### src/sv/bfpa_pkg.sv
// Shared constants, types and helpers for the best-fit partition allocator.
package bfpa_pkg;

    localparam int MAX_PARTS   = 32;
    // Must be a power of two: rounding uses a mask.
    localparam int ALIGN_BYTES = 4;
    localparam int IDX_W       = $clog2(MAX_PARTS);
    localparam int CNT_W       = $clog2(MAX_PARTS + 1);
    localparam int DATA_W      = 16;
    localparam int NEED_W      = DATA_W + 1;
    localparam int CNTO_W      = 6;
    localparam logic [DATA_W-1:0] HEAP_RESET = 16'd4096;

    typedef enum logic {
        OP_ALLOC = 1'b0,
        OP_FREE  = 1'b1
    } t_op;

    typedef enum logic [1:0] {
        ST_OK          = 2'd0,
        ST_NO_FIT      = 2'd1,
        ST_TABLE_FULL  = 2'd2,
        ST_UNKNOWN_OFF = 2'd3
    } t_status;

    typedef enum logic [2:0] {
        S_IDLE,
        S_SCAN,
        S_WB_MAIN,
        S_WB_BEST,
        S_OUT
    } t_state;

    typedef struct packed {
        logic start;
        logic scan;
        logic wb_main;
        logic wb_best;
        logic load_out;
    } t_dp_cmd;

    typedef struct packed {
        logic scan_done;
        logic split;
        logic out_free;
    } t_dp_sts;

    // Round up to the alignment; zero becomes one alignment unit.
    function automatic logic [NEED_W-1:0] round_size(input logic [DATA_W-1:0] req);
        logic [NEED_W-1:0] sum;
        sum = {1'b0, req} + NEED_W'(ALIGN_BYTES - 1);
        if (req == '0) begin
            return NEED_W'(ALIGN_BYTES);
        end
        return sum & ~NEED_W'(ALIGN_BYTES - 1);
    endfunction

endpackage

### src/sv/bfpa_if.sv
// Request and response channel interfaces of the allocator.
interface bfpa_cmd_if import bfpa_pkg::*; ();
    logic              valid;
    logic              ready;
    logic              op;
    logic [DATA_W-1:0] req_size;
    logic [DATA_W-1:0] free_offset;

    modport source(output valid, op, req_size, free_offset, input ready);
    modport sink(input valid, op, req_size, free_offset, output ready);
endinterface

interface bfpa_rsp_if import bfpa_pkg::*; ();
    logic              valid;
    logic              ready;
    logic [1:0]        status;
    logic [DATA_W-1:0] alloc_offset;
    logic [DATA_W-1:0] granted_size;
    logic [CNTO_W-1:0] occupied_count;
    logic [DATA_W-1:0] occupied_bytes;
    logic [CNTO_W-1:0] hole_count;
    logic [DATA_W-1:0] hole_bytes;

    modport source(output valid, status, alloc_offset, granted_size, occupied_count,
                   occupied_bytes, hole_count, hole_bytes, input ready);
    modport sink(input valid, status, alloc_offset, granted_size, occupied_count,
                 occupied_bytes, hole_count, hole_bytes, output ready);
endinterface

### src/sv/bfpa_ctrl.sv
// Sequencer: scan, write-back and result hand-off for one item at a time.
module bfpa_ctrl import bfpa_pkg::*; (
    input  logic    i_clk,
    input  logic    i_rst_n,
    input  logic    i_in_valid,
    output logic    o_in_ready,
    input  t_dp_sts i_sts,
    output t_dp_cmd o_cmd
);

    t_state r_state;
    t_state n_state;

    always_ff @(posedge i_clk) begin
        if (!i_rst_n) begin
            r_state <= S_IDLE;
        end else begin
            r_state <= n_state;
        end
    end

    always_comb begin
        n_state = r_state;
        case (r_state)
            S_IDLE: begin
                if (i_in_valid) n_state = S_SCAN;
            end
            S_SCAN: begin
                if (i_sts.scan_done) n_state = S_WB_MAIN;
            end
            S_WB_MAIN: begin
                n_state = i_sts.split ? S_WB_BEST : S_OUT;
            end
            S_WB_BEST: begin
                n_state = S_OUT;
            end
            S_OUT: begin
                if (i_sts.out_free) n_state = S_IDLE;
            end
            default: begin
                n_state = S_IDLE;
            end
        endcase
    end

    always_comb begin
        o_cmd      = '0;
        o_in_ready = 1'b0;
        case (r_state)
            S_IDLE: begin
                o_in_ready  = 1'b1;
                o_cmd.start = i_in_valid;
            end
            S_SCAN: begin
                o_cmd.scan = 1'b1;
            end
            S_WB_MAIN: begin
                o_cmd.wb_main = 1'b1;
            end
            S_WB_BEST: begin
                o_cmd.wb_best = 1'b1;
            end
            S_OUT: begin
                o_cmd.load_out = i_sts.out_free;
            end
            default: begin
                o_cmd = '0;
            end
        endcase
    end

endmodule

### src/sv/bfpa_dp.sv
// Datapath: partition table, best-fit / offset scan, counters and result register.
module bfpa_dp import bfpa_pkg::*; (
    input  logic              i_clk,
    input  logic              i_rst_n,
    input  logic              i_cfg_we,
    input  logic [DATA_W-1:0] i_cfg_data,
    input  t_dp_cmd           i_cmd,
    output t_dp_sts           o_sts,
    input  logic              i_op,
    input  logic [DATA_W-1:0] i_req_size,
    input  logic [DATA_W-1:0] i_free_offset,
    input  logic              i_out_ready,
    output logic              o_out_valid,
    output logic [1:0]        o_status,
    output logic [DATA_W-1:0] o_alloc_offset,
    output logic [DATA_W-1:0] o_granted_size,
    output logic [CNTO_W-1:0] o_occupied_count,
    output logic [DATA_W-1:0] o_occupied_bytes,
    output logic [CNTO_W-1:0] o_hole_count,
    output logic [DATA_W-1:0] o_hole_bytes
);

    // Table storage: offset and size per entry, one read port driven by the scan.
    logic [DATA_W-1:0] mem_off  [MAX_PARTS];
    logic [DATA_W-1:0] mem_size [MAX_PARTS];

    logic [MAX_PARTS-1:0] r_valid;
    logic [MAX_PARTS-1:0] r_taken;

    // Captured item
    t_op               r_op;
    logic [NEED_W-1:0] r_need;
    logic [DATA_W-1:0] r_foff;

    // Scan pipeline
    logic [CNT_W-1:0]  r_cnt;
    logic              r_cmp_vld;
    logic [IDX_W-1:0]  r_cmp_idx;
    logic [DATA_W-1:0] r_rd_off;
    logic [DATA_W-1:0] r_rd_size;

    // Selected entry (best fit or offset hit) and first spare entry
    logic              r_sel_fnd;
    logic [IDX_W-1:0]  r_sel_idx;
    logic [DATA_W-1:0] r_sel_off;
    logic [DATA_W-1:0] r_sel_size;
    logic              r_sel_taken;
    logic              r_spare_fnd;
    logic [IDX_W-1:0]  r_spare_idx;

    // Running totals
    logic [CNT_W-1:0]  r_occ_n;
    logic [CNT_W-1:0]  r_hole_n;
    logic [DATA_W-1:0] r_occ_b;
    logic [DATA_W-1:0] r_hole_b;

    // Result of the write-back
    t_status           r_res_status;
    logic [DATA_W-1:0] r_res_off;
    logic [DATA_W-1:0] r_res_gsize;

    logic              r_out_valid;
    t_status           r_out_status;
    logic [DATA_W-1:0] r_out_off;
    logic [DATA_W-1:0] r_out_gsize;
    logic [CNT_W-1:0]  r_out_occ_n;
    logic [DATA_W-1:0] r_out_occ_b;
    logic [CNT_W-1:0]  r_out_hole_n;
    logic [DATA_W-1:0] r_out_hole_b;

    logic              init;
    logic [DATA_W-1:0] init_size;
    logic              cur_valid;
    logic              cur_taken;
    logic              fit;
    logic              better;
    logic              hit;
    logic              take;
    logic              spare_take;
    logic [DATA_W-1:0] need16;
    logic              bigger;
    logic              split;

    assign init      = !i_rst_n || i_cfg_we;
    assign init_size = !i_rst_n ? HEAP_RESET : i_cfg_data;
    assign need16    = r_need[DATA_W-1:0];

    assign cur_valid = r_valid[r_cmp_idx];
    assign cur_taken = r_taken[r_cmp_idx];
    assign fit       = cur_valid && !cur_taken && ({1'b0, r_rd_size} >= r_need);
    assign better    = !r_sel_fnd || (r_rd_size < r_sel_size) ||
                       ((r_rd_size == r_sel_size) && (r_rd_off < r_sel_off));
    assign hit       = cur_valid && (r_rd_off == r_foff) && !r_sel_fnd;
    assign take      = r_cmp_vld && ((r_op == OP_ALLOC) ? (fit && better) : hit);
    assign spare_take = r_cmp_vld && !cur_valid && !r_spare_fnd;

    assign bigger = r_sel_size > need16;
    assign split  = (r_op == OP_ALLOC) && r_sel_fnd && bigger && r_spare_fnd;

    assign o_sts.scan_done = (r_cnt == CNT_W'(MAX_PARTS));
    assign o_sts.split     = split;
    assign o_sts.out_free  = !r_out_valid || i_out_ready;

    // Table write port: init, split remainder, then trimmed best entry
    always_ff @(posedge i_clk) begin
        if (init) begin
            mem_off[0]  <= '0;
            mem_size[0] <= init_size;
        end else if (i_cmd.wb_main && split) begin
            mem_off[r_spare_idx]  <= r_sel_off + need16;
            mem_size[r_spare_idx] <= r_sel_size - need16;
        end else if (i_cmd.wb_best) begin
            mem_size[r_sel_idx] <= need16;
        end
    end

    always_ff @(posedge i_clk) begin
        if (i_cmd.scan) begin
            r_rd_off  <= mem_off[r_cnt[IDX_W-1:0]];
            r_rd_size <= mem_size[r_cnt[IDX_W-1:0]];
        end
    end

    always_ff @(posedge i_clk) begin
        if (i_cmd.start) begin
            r_op   <= t_op'(i_op);
            r_need <= round_size(i_req_size);
            r_foff <= i_free_offset;
        end
    end

    // Scan control
    always_ff @(posedge i_clk) begin
        if (!i_rst_n) begin
            r_cnt       <= '0;
            r_cmp_vld   <= 1'b0;
            r_sel_fnd   <= 1'b0;
            r_spare_fnd <= 1'b0;
        end else if (i_cmd.start) begin
            r_cnt       <= '0;
            r_cmp_vld   <= 1'b0;
            r_sel_fnd   <= 1'b0;
            r_spare_fnd <= 1'b0;
        end else if (i_cmd.scan) begin
            r_cmp_vld <= (r_cnt < CNT_W'(MAX_PARTS));
            r_cmp_idx <= r_cnt[IDX_W-1:0];
            if (r_cnt < CNT_W'(MAX_PARTS)) begin
                r_cnt <= r_cnt + 1'b1;
            end
            if (take) begin
                r_sel_fnd   <= 1'b1;
                r_sel_idx   <= r_cmp_idx;
                r_sel_off   <= r_rd_off;
                r_sel_size  <= r_rd_size;
                r_sel_taken <= cur_taken;
            end
            if (spare_take) begin
                r_spare_fnd <= 1'b1;
                r_spare_idx <= r_cmp_idx;
            end
        end
    end

    // Entry flags, totals and result
    always_ff @(posedge i_clk) begin
        if (init) begin
            r_valid  <= {{(MAX_PARTS-1){1'b0}}, 1'b1};
            r_taken  <= '0;
            r_occ_n  <= '0;
            r_occ_b  <= '0;
            r_hole_n <= CNT_W'(1);
            r_hole_b <= init_size;
        end else if (i_cmd.wb_main) begin
            r_res_off   <= '0;
            r_res_gsize <= '0;
            if (r_op == OP_ALLOC) begin
                if (!r_sel_fnd) begin
                    r_res_status <= ST_NO_FIT;
                end else if (bigger && !r_spare_fnd) begin
                    r_res_status <= ST_TABLE_FULL;
                end else begin
                    r_res_status         <= ST_OK;
                    r_res_off            <= r_sel_off;
                    r_res_gsize          <= need16;
                    r_taken[r_sel_idx]   <= 1'b1;
                    r_occ_n              <= r_occ_n + 1'b1;
                    r_occ_b              <= r_occ_b + need16;
                    r_hole_b             <= r_hole_b - need16;
                    if (bigger) begin
                        r_valid[r_spare_idx] <= 1'b1;
                        r_taken[r_spare_idx] <= 1'b0;
                    end else begin
                        r_hole_n <= r_hole_n - 1'b1;
                    end
                end
            end else begin
                if (!r_sel_fnd) begin
                    r_res_status <= ST_UNKNOWN_OFF;
                end else begin
                    r_res_status       <= ST_OK;
                    r_taken[r_sel_idx] <= 1'b0;
                    // Freeing a free partition changes no totals
                    if (r_sel_taken) begin
                        r_occ_n  <= r_occ_n - 1'b1;
                        r_occ_b  <= r_occ_b - r_sel_size;
                        r_hole_n <= r_hole_n + 1'b1;
                        r_hole_b <= r_hole_b + r_sel_size;
                    end
                end
            end
        end
    end

    // Output register
    always_ff @(posedge i_clk) begin
        if (!i_rst_n) begin
            r_out_valid <= 1'b0;
        end else if (i_cmd.load_out) begin
            r_out_valid <= 1'b1;
        end else if (i_out_ready) begin
            r_out_valid <= 1'b0;
        end
    end

    always_ff @(posedge i_clk) begin
        if (i_cmd.load_out) begin
            r_out_status <= r_res_status;
            r_out_off    <= r_res_off;
            r_out_gsize  <= r_res_gsize;
            r_out_occ_n  <= r_occ_n;
            r_out_occ_b  <= r_occ_b;
            r_out_hole_n <= r_hole_n;
            r_out_hole_b <= r_hole_b;
        end
    end

    assign o_out_valid      = r_out_valid;
    assign o_status         = r_out_status;
    assign o_alloc_offset   = r_out_off;
    assign o_granted_size   = r_out_gsize;
    assign o_occupied_count = CNTO_W'(r_out_occ_n);
    assign o_occupied_bytes = r_out_occ_b;
    assign o_hole_count     = CNTO_W'(r_out_hole_n);
    assign o_hole_bytes     = r_out_hole_b;

endmodule

### src/sv/best_fit_partition_allocator.sv
// Best-fit heap partition allocator: top level.
//
// Requests arrive on i_cmd (valid/ready): op selects allocate or free,
// req_size is the allocate size, free_offset the partition to free.
// Each item yields one response on o_rsp (valid/ready) with a status,
// the granted offset and size, and occupied / free partition counts and bytes.
// i_cfg_we with i_cfg_data writes the heap size and rebuilds the table as one
// free partition; write it only while no item is in flight.
// One item is handled at a time. After acceptance the 32-entry table is
// scanned through its single read port, followed by the main write-back,
// a second write-back of the trimmed best entry when a remainder is split
// off, and the load of the output register; a new item is accepted only
// after the previous response has been loaded.
// A finished response sits in the output register; the next item is accepted
// and scanned while it waits, and only its own hand-off stalls on o_rsp.ready.
// Synchronous reset sets the heap to 4096 bytes in one free partition, clears
// the occupied count and bytes and drops any pending response.
module best_fit_partition_allocator import bfpa_pkg::*; (
    input  logic              i_clk,
    input  logic              i_rst_n,
    input  logic              i_cfg_we,
    input  logic [DATA_W-1:0] i_cfg_data,
    bfpa_cmd_if.sink          i_cmd,
    bfpa_rsp_if.source        o_rsp
);

    t_dp_cmd dp_cmd;
    t_dp_sts dp_sts;

    bfpa_ctrl u_ctrl (
        .i_clk      (i_clk),
        .i_rst_n    (i_rst_n),
        .i_in_valid (i_cmd.valid),
        .o_in_ready (i_cmd.ready),
        .i_sts      (dp_sts),
        .o_cmd      (dp_cmd)
    );

    bfpa_dp u_dp (
        .i_clk            (i_clk),
        .i_rst_n          (i_rst_n),
        .i_cfg_we         (i_cfg_we),
        .i_cfg_data       (i_cfg_data),
        .i_cmd            (dp_cmd),
        .o_sts            (dp_sts),
        .i_op             (i_cmd.op),
        .i_req_size       (i_cmd.req_size),
        .i_free_offset    (i_cmd.free_offset),
        .i_out_ready      (o_rsp.ready),
        .o_out_valid      (o_rsp.valid),
        .o_status         (o_rsp.status),
        .o_alloc_offset   (o_rsp.alloc_offset),
        .o_granted_size   (o_rsp.granted_size),
        .o_occupied_count (o_rsp.occupied_count),
        .o_occupied_bytes (o_rsp.occupied_bytes),
        .o_hole_count     (o_rsp.hole_count),
        .o_hole_bytes     (o_rsp.hole_bytes)
    );

    // One item at a time: no acceptance in the cycle after an acceptance
    a_one_in_flight: assert property (@(posedge i_clk) disable iff (!i_rst_n)
        (i_cmd.valid && i_cmd.ready) |=> !i_cmd.ready)
        else $error("item accepted while another is in flight");

    // Partitions in use never exceed the table
    a_count_bound: assert property (@(posedge i_clk) disable iff (!i_rst_n)
        o_rsp.valid |->
            (({1'b0, o_rsp.occupied_count} + {1'b0, o_rsp.hole_count}) <=
             7'(MAX_PARTS)))
        else $error("partition count exceeds table depth");

    // A non-zero granted size is a multiple of the alignment
    a_granted_aligned: assert property (@(posedge i_clk) disable iff (!i_rst_n)
        (o_rsp.valid && (o_rsp.status == ST_OK) && (o_rsp.granted_size != '0)) |->
            ((o_rsp.granted_size & DATA_W'(ALIGN_BYTES - 1)) == '0))
        else $error("granted size not aligned");

    // A failed item reports neither an offset nor a size
    a_fail_no_grant: assert property (@(posedge i_clk) disable iff (!i_rst_n)
        (o_rsp.valid && (o_rsp.status != ST_OK)) |->
            ((o_rsp.granted_size == '0) && (o_rsp.alloc_offset == '0)))
        else $error("failed item reports a grant");

endmodule
### src/flat_wrapper.sv
// flat-port wrapper written by rule: the top's interface ports become plain ports
module best_fit_partition_allocator_flat import bfpa_pkg::*;
  (i_clk, i_rst_n, i_cfg_we, i_cfg_data, i_cmd_valid, i_cmd_op, i_cmd_req_size, i_cmd_free_offset, i_cmd_ready, o_rsp_valid, o_rsp_status, o_rsp_alloc_offset, o_rsp_granted_size, o_rsp_occupied_count, o_rsp_occupied_bytes, o_rsp_hole_count, o_rsp_hole_bytes, o_rsp_ready);
  bfpa_cmd_if i_cmd_i ();
  bfpa_rsp_if o_rsp_i ();
  input  logic i_clk;
  input  logic i_rst_n;
  input  logic i_cfg_we;
  input  logic [DATA_W-1:0] i_cfg_data;
  input wire logic [$bits(i_cmd_i.valid)-1:0] i_cmd_valid;
  input wire logic [$bits(i_cmd_i.op)-1:0] i_cmd_op;
  input wire logic [$bits(i_cmd_i.req_size)-1:0] i_cmd_req_size;
  input wire logic [$bits(i_cmd_i.free_offset)-1:0] i_cmd_free_offset;
  output wire logic [$bits(i_cmd_i.ready)-1:0] i_cmd_ready;
  output wire logic [$bits(o_rsp_i.valid)-1:0] o_rsp_valid;
  output wire logic [$bits(o_rsp_i.status)-1:0] o_rsp_status;
  output wire logic [$bits(o_rsp_i.alloc_offset)-1:0] o_rsp_alloc_offset;
  output wire logic [$bits(o_rsp_i.granted_size)-1:0] o_rsp_granted_size;
  output wire logic [$bits(o_rsp_i.occupied_count)-1:0] o_rsp_occupied_count;
  output wire logic [$bits(o_rsp_i.occupied_bytes)-1:0] o_rsp_occupied_bytes;
  output wire logic [$bits(o_rsp_i.hole_count)-1:0] o_rsp_hole_count;
  output wire logic [$bits(o_rsp_i.hole_bytes)-1:0] o_rsp_hole_bytes;
  input wire logic [$bits(o_rsp_i.ready)-1:0] o_rsp_ready;
  assign i_cmd_i.valid = i_cmd_valid;
  assign i_cmd_i.op = i_cmd_op;
  assign i_cmd_i.req_size = i_cmd_req_size;
  assign i_cmd_i.free_offset = i_cmd_free_offset;
  assign i_cmd_ready = i_cmd_i.ready;
  assign o_rsp_valid = o_rsp_i.valid;
  assign o_rsp_status = o_rsp_i.status;
  assign o_rsp_alloc_offset = o_rsp_i.alloc_offset;
  assign o_rsp_granted_size = o_rsp_i.granted_size;
  assign o_rsp_occupied_count = o_rsp_i.occupied_count;
  assign o_rsp_occupied_bytes = o_rsp_i.occupied_bytes;
  assign o_rsp_hole_count = o_rsp_i.hole_count;
  assign o_rsp_hole_bytes = o_rsp_i.hole_bytes;
  assign o_rsp_i.ready = o_rsp_ready;
  best_fit_partition_allocator u_core (.i_clk(i_clk), .i_rst_n(i_rst_n), .i_cfg_we(i_cfg_we), .i_cfg_data(i_cfg_data), .i_cmd(i_cmd_i), .o_rsp(o_rsp_i));
endmodule
### config.mk
export PLATFORM = sky130hd
export DESIGN_NAME = best_fit_partition_allocator_flat
export DESIGN_NICKNAME = d
export VERILOG_FILES = /design/src/sv/bfpa_pkg.sv /design/src/sv/bfpa_if.sv /design/src/sv/bfpa_ctrl.sv /design/src/sv/bfpa_dp.sv /design/src/sv/best_fit_partition_allocator.sv /design/src/flat_wrapper.sv
export SDC_FILE = /design/constraint.sdc
export NUM_CORES = 2
export LEC_CHECK = 0
export BUFFER_PORTS_ARGS = -buffer_cell sky130_fd_sc_hd__buf_4
export CAP_MARGIN = 20
export CELL_PAD_IN_SITES_DETAIL_PLACEMENT = 0
export CELL_PAD_IN_SITES_GLOBAL_PLACEMENT = 2
export CORE_MARGIN = 10
export CORE_UTILIZATION = 45
export CTS_BUF_LIST = sky130_fd_sc_hd__clkbuf_8
export CTS_CLUSTER_DIAMETER = 200
export CTS_CLUSTER_SIZE = 30
export DETAILED_ROUTE_END_ITERATION = 12
export GPL_ROUTABILITY_DRIVEN = 0
export PLACE_DENSITY_LB_ADDON = 0.1
export SLEW_MARGIN = 20
export SYNTH_ARGS = -nofsm -noshare
export SYNTH_HDL_FRONTEND = slang
export SYNTH_SLANG_ARGS = --single-unit
### constraint.sdc
create_clock -name i_clk -period 4.45 [get_ports i_clk]
set_clock_uncertainty 0.1 [all_clocks]
set_input_delay 0.445 -clock i_clk [delete_from_list [all_inputs] [get_ports i_clk]]
set_output_delay 0.445 -clock i_clk [all_outputs]
set_load 0.01 [all_outputs]
Yosys cells after proc, flatten, opt, wreduce, memory -nomap -nowiden:

Memories as Yosys holds them, arrays and structs flattened. A register that Yosys moved wholly into a read port is not among the register bits.
Index checks and enable logic that the tools add are counted.

* register bits: 309
* memory bits (writable): 1024
* input bits: 54
* output and inout bits: 80
* word-level logic and storage cells: 208
* memories kept: 2

Memories
* u_core.u_dp.mem_off: words 32, width 16, read ports 1, clocked after memory_dff 1, write ports 1, line bfpa_dp.sv:24 `logic [DATA_W-1:0] mem_off [MAX_PARTS];`
* u_core.u_dp.mem_size: words 32, width 16, read ports 1, clocked after memory_dff 1, write ports 1, line bfpa_dp.sv:25 `logic [DATA_W-1:0] mem_size [MAX_PARTS];`

* add/sub/neg operators: 12
* order comparisons: 10
* equality and inequality tests: 15
* multiplexer cells: 77
* bitwise logic cells: 12
* reduce and logical (&&, ||, !) cells: 49

Operators with widths (count)
* 2-to-1 mux 16 bit: 16
* 2-to-1 mux 32 bit: 5
* 2-to-1 mux 6 bit: 11
* AND 32 bit: 2
* NOT 32 bit: 2
* bitwise OR 32 bit: 2
* adder 16 bit: 3
* OR reduction 16 bit: 3
* subtractor 16 bit: 3
* 2-to-1 mux 17 bit: 2
* == test 16 bit: 2
* < comparator 16 bit: 2
* 2-to-1 mux 1 bit: 27
* adder 6 x 1 -> 6 bit (second input constant): 3
* < comparator 5 x 6 -> 1 bit (second input constant): 3
* adder 16 x 2 -> 17 bit (second input constant): 1
* greater-or-equal comparator 16 x 17 -> 1 bit: 1
* > comparator 16 bit: 1
* logical AND 1 bit: 16
* logical NOT 16 bit: 1
* AND reduction 4 bit: 4
* 2-to-1 mux 5 bit: 3
* case mux 3 bit (5 select lines): 1
* 2-to-1 mux 3 bit: 4
* other kinds (24): 57

Longest topological paths before layout:

* depth in word-level cells: 11
* mapped depth: 14
* mapped depth without buffers: 12

Cells and area by module:

A second synthesis with hierarchy kept.

* cell total of the unflattened synthesis: 3208
* area total of the unflattened synthesis: 57393.8 um^2

By module, submodules not included
* bfpa_dp: times used 1, cells each 3179, area an instance 57143.6 um^2, sequential area each 39878.2 um^2
* bfpa_ctrl: times used 1, cells each 29, area an instance 250.2 um^2, sequential area each 60.1 um^2

Worst setup path before layout:

No wires, ideal clock.

* kind: register to register
* from: register u_core.u_dp.r_need[2]
* to: memory u_core.u_dp.mem_size[0][2] (data pin)
* library setup time: 454 ps
* arrival time: 4151 ps
* data required time: 3896 ps
* slack: -255 ps
* stages on the path, launching flop included: 13
* buffers on the path: 2
* period minus slack after synthesis: 4705 ps
* cell sequence: edfxtp_1 ha_1 fa_1 nand2b_1 a211oi_1 o211a_1 o211ai_2 or4_1 buf_2 clkbuf_1 nor2_1 a31oi_1 o21ai_0

* word-level cells in the longest chain between the ends: 10
* elaborated cells between the ends (all ways): 15
* those cells by class: add/sub: 1; order compare: 1; mux: 8; reduce/logical: 5

RTL lines
* start: declaration: line bfpa_dp.sv:32 `logic [NEED_W-1:0] r_need;`
* start signal: assignment: line bfpa_dp.sv:127 `r_need <= round_size(i_req_size);`
* > comparator 16 bit: line bfpa_dp.sv:97 `assign bigger = r_sel_size > need16;`
* logical AND 1 bit (2 in series): line bfpa_dp.sv:98 `assign split = (r_op == OP_ALLOC) && r_sel_fnd && bigger && r_spare_fnd;`
* logical AND 1 bit: line bfpa_dp.sv:109 `end else if (i_cmd.wb_main && split) begin`
* 2-to-1 mux 1 bit: line bfpa_dp.sv:109
* 2-to-1 mux 1 bit: line bfpa_dp.sv:106 `if (init) begin`
* 2-to-1 mux 1 bit (implied by the code): line bfpa_dp.sv:111 `mem_size[r_spare_idx] <= r_sel_size - need16;`
* OR reduction 16 bit (no line)
* 2-to-1 mux 16 bit (no line)
* 2-to-1 mux 16 bit (no line) (*)
* end: declaration: line bfpa_dp.sv:25

Mark *: on every way between the ends. The rest lies on a longest branch, timed or not.

Worst setup path in the final report:

* from: register u_core.u_dp.r_need[2]
* to: memory u_core.u_dp.mem_off[29][0], enable pin

* word-level cells in the longest chain between the ends: 9
* elaborated cells between the ends (all ways): 10
* those cells by class: order compare: 1; mux: 5; reduce/logical: 4

RTL lines
* > comparator 16 bit (*): line bfpa_dp.sv:97
* logical AND 1 bit (*) (2 in series): line bfpa_dp.sv:98
* logical AND 1 bit (*): line bfpa_dp.sv:109
* 2-to-1 mux 1 bit (*): line bfpa_dp.sv:109
* 2-to-1 mux 1 bit (*): line bfpa_dp.sv:106
* 2-to-1 mux 1 bit (implied by the code) (*): line bfpa_dp.sv:110 `mem_off[r_spare_idx] <= r_sel_off + need16;`
* OR reduction 16 bit (no line)
* 2-to-1 mux 5 bit (no line) or 2-to-1 mux 1 bit (tied branches)
* end: declaration: line bfpa_dp.sv:24

Marks and branches as above.

==> results.tsv <==
metric	value	unit
outcome	completed	
internal cell power	0.0159	W
Placement Rows	131	
maximum clock rate	243	MHz
max-cap violation count	0	
y dimension of the die	378	microns
routed vias/inst	5.89	
share of power burned in registers	0.683	
via count of the first global-routing pass	31500	
setup repair after global routing missed its margin	false	
part of the power in the clock network	0.230	
core region area	128000	sq um
ys flop type	edfxtp_1	
count of unresolved DRC violations after routing	0	
CTS clock-pin slew for the worst setup and hold paths	0.22	ns
CTS buffer count	51	
Most Used Layer, Global Route	met2	
root buffer cell	clkbuf_8	
critical-path maximum fanout	17	
Post CTS Setup Buffer Count	0	
area growth from synthesis to layout	9.98	%
Arrival @ worst endpoint	4.52	ns
most frequent standard cell in the layout excluding fill and tap cells	edfxtp_1	
Tightest Hold Check Type	in -> reg	
share of final-layout standard cells stronger than drive strength 1	0.229	
sink count of the clock tree	1365	
worst vdd ir	0.221	mV
accumulated negative setup slack	0	ns
required time at the endpoint of the critical path	4.85	ns
Switching Power	0.00479	W
nature of the critical path endpoint	register	
worst-case headroom to the max-slew limit	0.353	
sequential element share of the synthesized area	0.692	
dpl hpwl	106000	microns
starting density of the core	0.453	
clock latency at the later pin of the worst-skew pair	0.84	ns
global-route wire length before repair	222000	microns
shortest period the worst path allows	4.12	ns
global route overflow	0	
count of final max-slew check failures	0	
share of the clock period used by the worst path after layout	0.926	
number of optimization iterations in the first detailed-route pass	5	
type of the worst setup path	reg -> reg	
met1 track demand over resource	0.303	
die area	143000	sq um
count of flip-flops with a built-in enable after synthesis	1260	
final count of negative-setup-slack endpoints	0	
Gate Count Post-Synth	3328	
met3 Usage GRT	0.0277	
setup slack of the critical path after layout	0.330	ns
number of different library cells in the post-synthesis netlist	82	
total number of yosys warnings	0	
io pins	134	
routed wire length per instance	28.9	microns
cell area power density	326	nW/um^2
reg-to-reg setup timing slack	0.33	ns
Post-Synthesis Mean Instance Area	17.4	sq um
proportion of synthesized flip-flops having asynchronous set or reset	0	
Slew @ Worst Pin	0.970	ns
CTS tree	done	
final hold violation count	0	
global router's overall resource usage	0.211	
met2 track demand over resource in global routing	0.343	
1st-iter DRT viols	2987	
share of total power in combinational logic	0.087	
die span in x	378	microns
Port Buffer Count	131	
Worst Setup Slack post-DPL	0.171	ns
net switching fraction of the power	0.232	
leading cell types in the layout, fill and taps excluded	edfxtp_1 (1260), mux4_2 (330), buf_4 (296), nor2_1 (213), ha_1 (138)	
H-tree depth	2	
pin count of the biggest net entering global routing	77	
routed via count	31200	
fin nets	3795	
flip-flop and latch count after synthesis	1365	
remaining antenna violation count	0	
maximum buffer depth of the clock tree	3	
P_leak	21.2	nW
number of antenna violations at the first check in global routing	5	
wire length reported by the detailed router	153000	microns
Worst Setup Start Kind	register	
combined area of all synthesized cells	57700	sq um
cell usage after synthesis, drive strengths merged (8+ instances only):
cell,n,share of area
buf,48,0.0038
and2,14,0.0015
o21bai,10,0.0013
dfxtp,105,0.036
nor3,45,0.0039
a311oi,10,0.0015
inv,84,0.0055
a21o,61,0.0079
o21a,20,0.0026
nor2b,20,0.0022
o211ai,10,0.0014
clkbuf,109,0.0071
mux2,35,0.0069
fa,8,0.0028
nand2,123,0.0080
nor4,40,0.0050
o21ai,99,0.0086
or2,10,0.0011
nand3,36,0.0031
xnor2,60,0.0091
a31oi,19,0.0022
or3,13,0.0014
and3,16,0.0017
mux4,340,0.13
ha,138,0.030
nor2,258,0.017
a21oi,140,0.012
nand2b,16,0.0017
edfxtp,1260,0.66
a211oi,36,0.0047
nand4,10,0.0011
xor2,45,0.0068
path summary, 6_finish.rpt:
kind | cells past startpoint | start | to
max reg2reg | 12 | u_core.u_dp.r_need[2] | u_core.u_dp.mem_off[29][0]
min | 2 | i_cmd_req_size[3] | u_core.u_dp.r_need[3]
min reg2reg | 0 | u_core.u_dp.r_res_off[7] | u_core.u_dp.o_alloc_offset[7]
max | 12 | u_core.u_dp.r_need[2] | u_core.u_dp.mem_off[29][0]
stage by stage:
step | power (W) | utilization | hold WS, ns | cell area (sq um) | std cells
finish | 0.0207 | 0.498 | 0.0509 | 63500 | 5299
CTS | 0.0209 | 0.498 | 0.00725 | 63500 | 5297
global route | 0.0214 | 0.498 | 0.00878 | 63500 | 5299
floorplan | 0.0155 | - | 0.300 | 57700 | 3329
detailed placement | 0.0162 | 0.487 | 0.305 | 62100 | 5150
global placement | 0.0162 | 0.487 | 0.302 | 62100 | 5150
flip-flops by register name, summed over array words and instances (netlist names), 15 cells and up:
register	cells
u_core.u_dp.o_occupied_bytes	16
u_core.u_dp.o_alloc_offset	16
u_core.u_dp.r_rd_size	16
u_core.u_dp.r_taken	32
u_core.u_dp.r_res_off	16
u_core.u_dp.r_rd_off	16
u_core.u_dp.r_sel_off	16
u_core.u_dp.r_sel_size	16
u_core.u_dp.mem_off	512
u_core.u_dp.r_valid	32
u_core.u_dp.r_hole_b	16
u_core.u_dp.o_hole_bytes	16
u_core.u_dp.mem_size	512
u_core.u_dp.r_occ_b	16
u_core.u_dp.r_need	15
u_core.u_dp.r_foff	16
cell families (layout without fill, tap and decap cells):
group                    count (synthesis)  in the layout  synth area share
adder cells (fa/ha/maj)                146            146            0.0327
AO/OA/AOI/OAI                          471            471            0.0525
buffers and inverters                  243            550            0.0164
multiplexers                           380            380             0.141
other                                    1              3         0.0000649
AND/OR/NAND/NOR                        617            617            0.0497
flip-flops                            1365           1365             0.692
XOR/XNOR                               105            105            0.0159
timing repair:
| item | CTS | global route |
|---|---|---|
| gates resized for setup | 0 | 2 |
| setup endpoints to repair | 0 | 329 |
| endpoints found under the hold margin | 49 | 0 |
| hold buffers | 53 | 0 |
power by group through the flow:
stage               registers (W)  logic [W]  clock network (W)
floorplan                  0.0144    0.00110                  0
global placement           0.0144    0.00174                  0
detailed placement         0.0144    0.00176                  0
CTS                        0.0141    0.00181            0.00496
global route               0.0142    0.00194            0.00534
finish                     0.0141    0.00180            0.00476
metal layers:
layer | vias up | wire length, microns
met2 | 929 | 72900
met4 | 2 | 4070
li1 | 13800 | -
met3 | 150 | 8570
met1 | 16400 | 67500
met5 | - | 12
worst max-delay path, cell delays in order, from the launching register on:
cell	delay [ns]
edfxtp_1	0.46
ha_1	0.25
fa_1	0.40
nand2b_1	0.19
a211oi_2	0.29
o211a_1	0.23
o211ai_2	0.13
buf_4	0.22
nor4_4	0.39
buf_4	0.24
nand2_1	0.37
nor2_2	0.19
buf_4	0.30
cell type report:
class / instances / area [sq um]
multi-input cells: 1721 / 17100
well taps: 1662 / 2080
fillers: 10500 / 64000
flip-flops and latches: 1365 / 40000
repair buffers: 370 / 3180
inverters: 86 / 323
clock inverters: 43 / 185
clock buffers: 51 / 702
diodes: 1 / 2.50
Note: power is estimated with default switching activity, not from simulation.
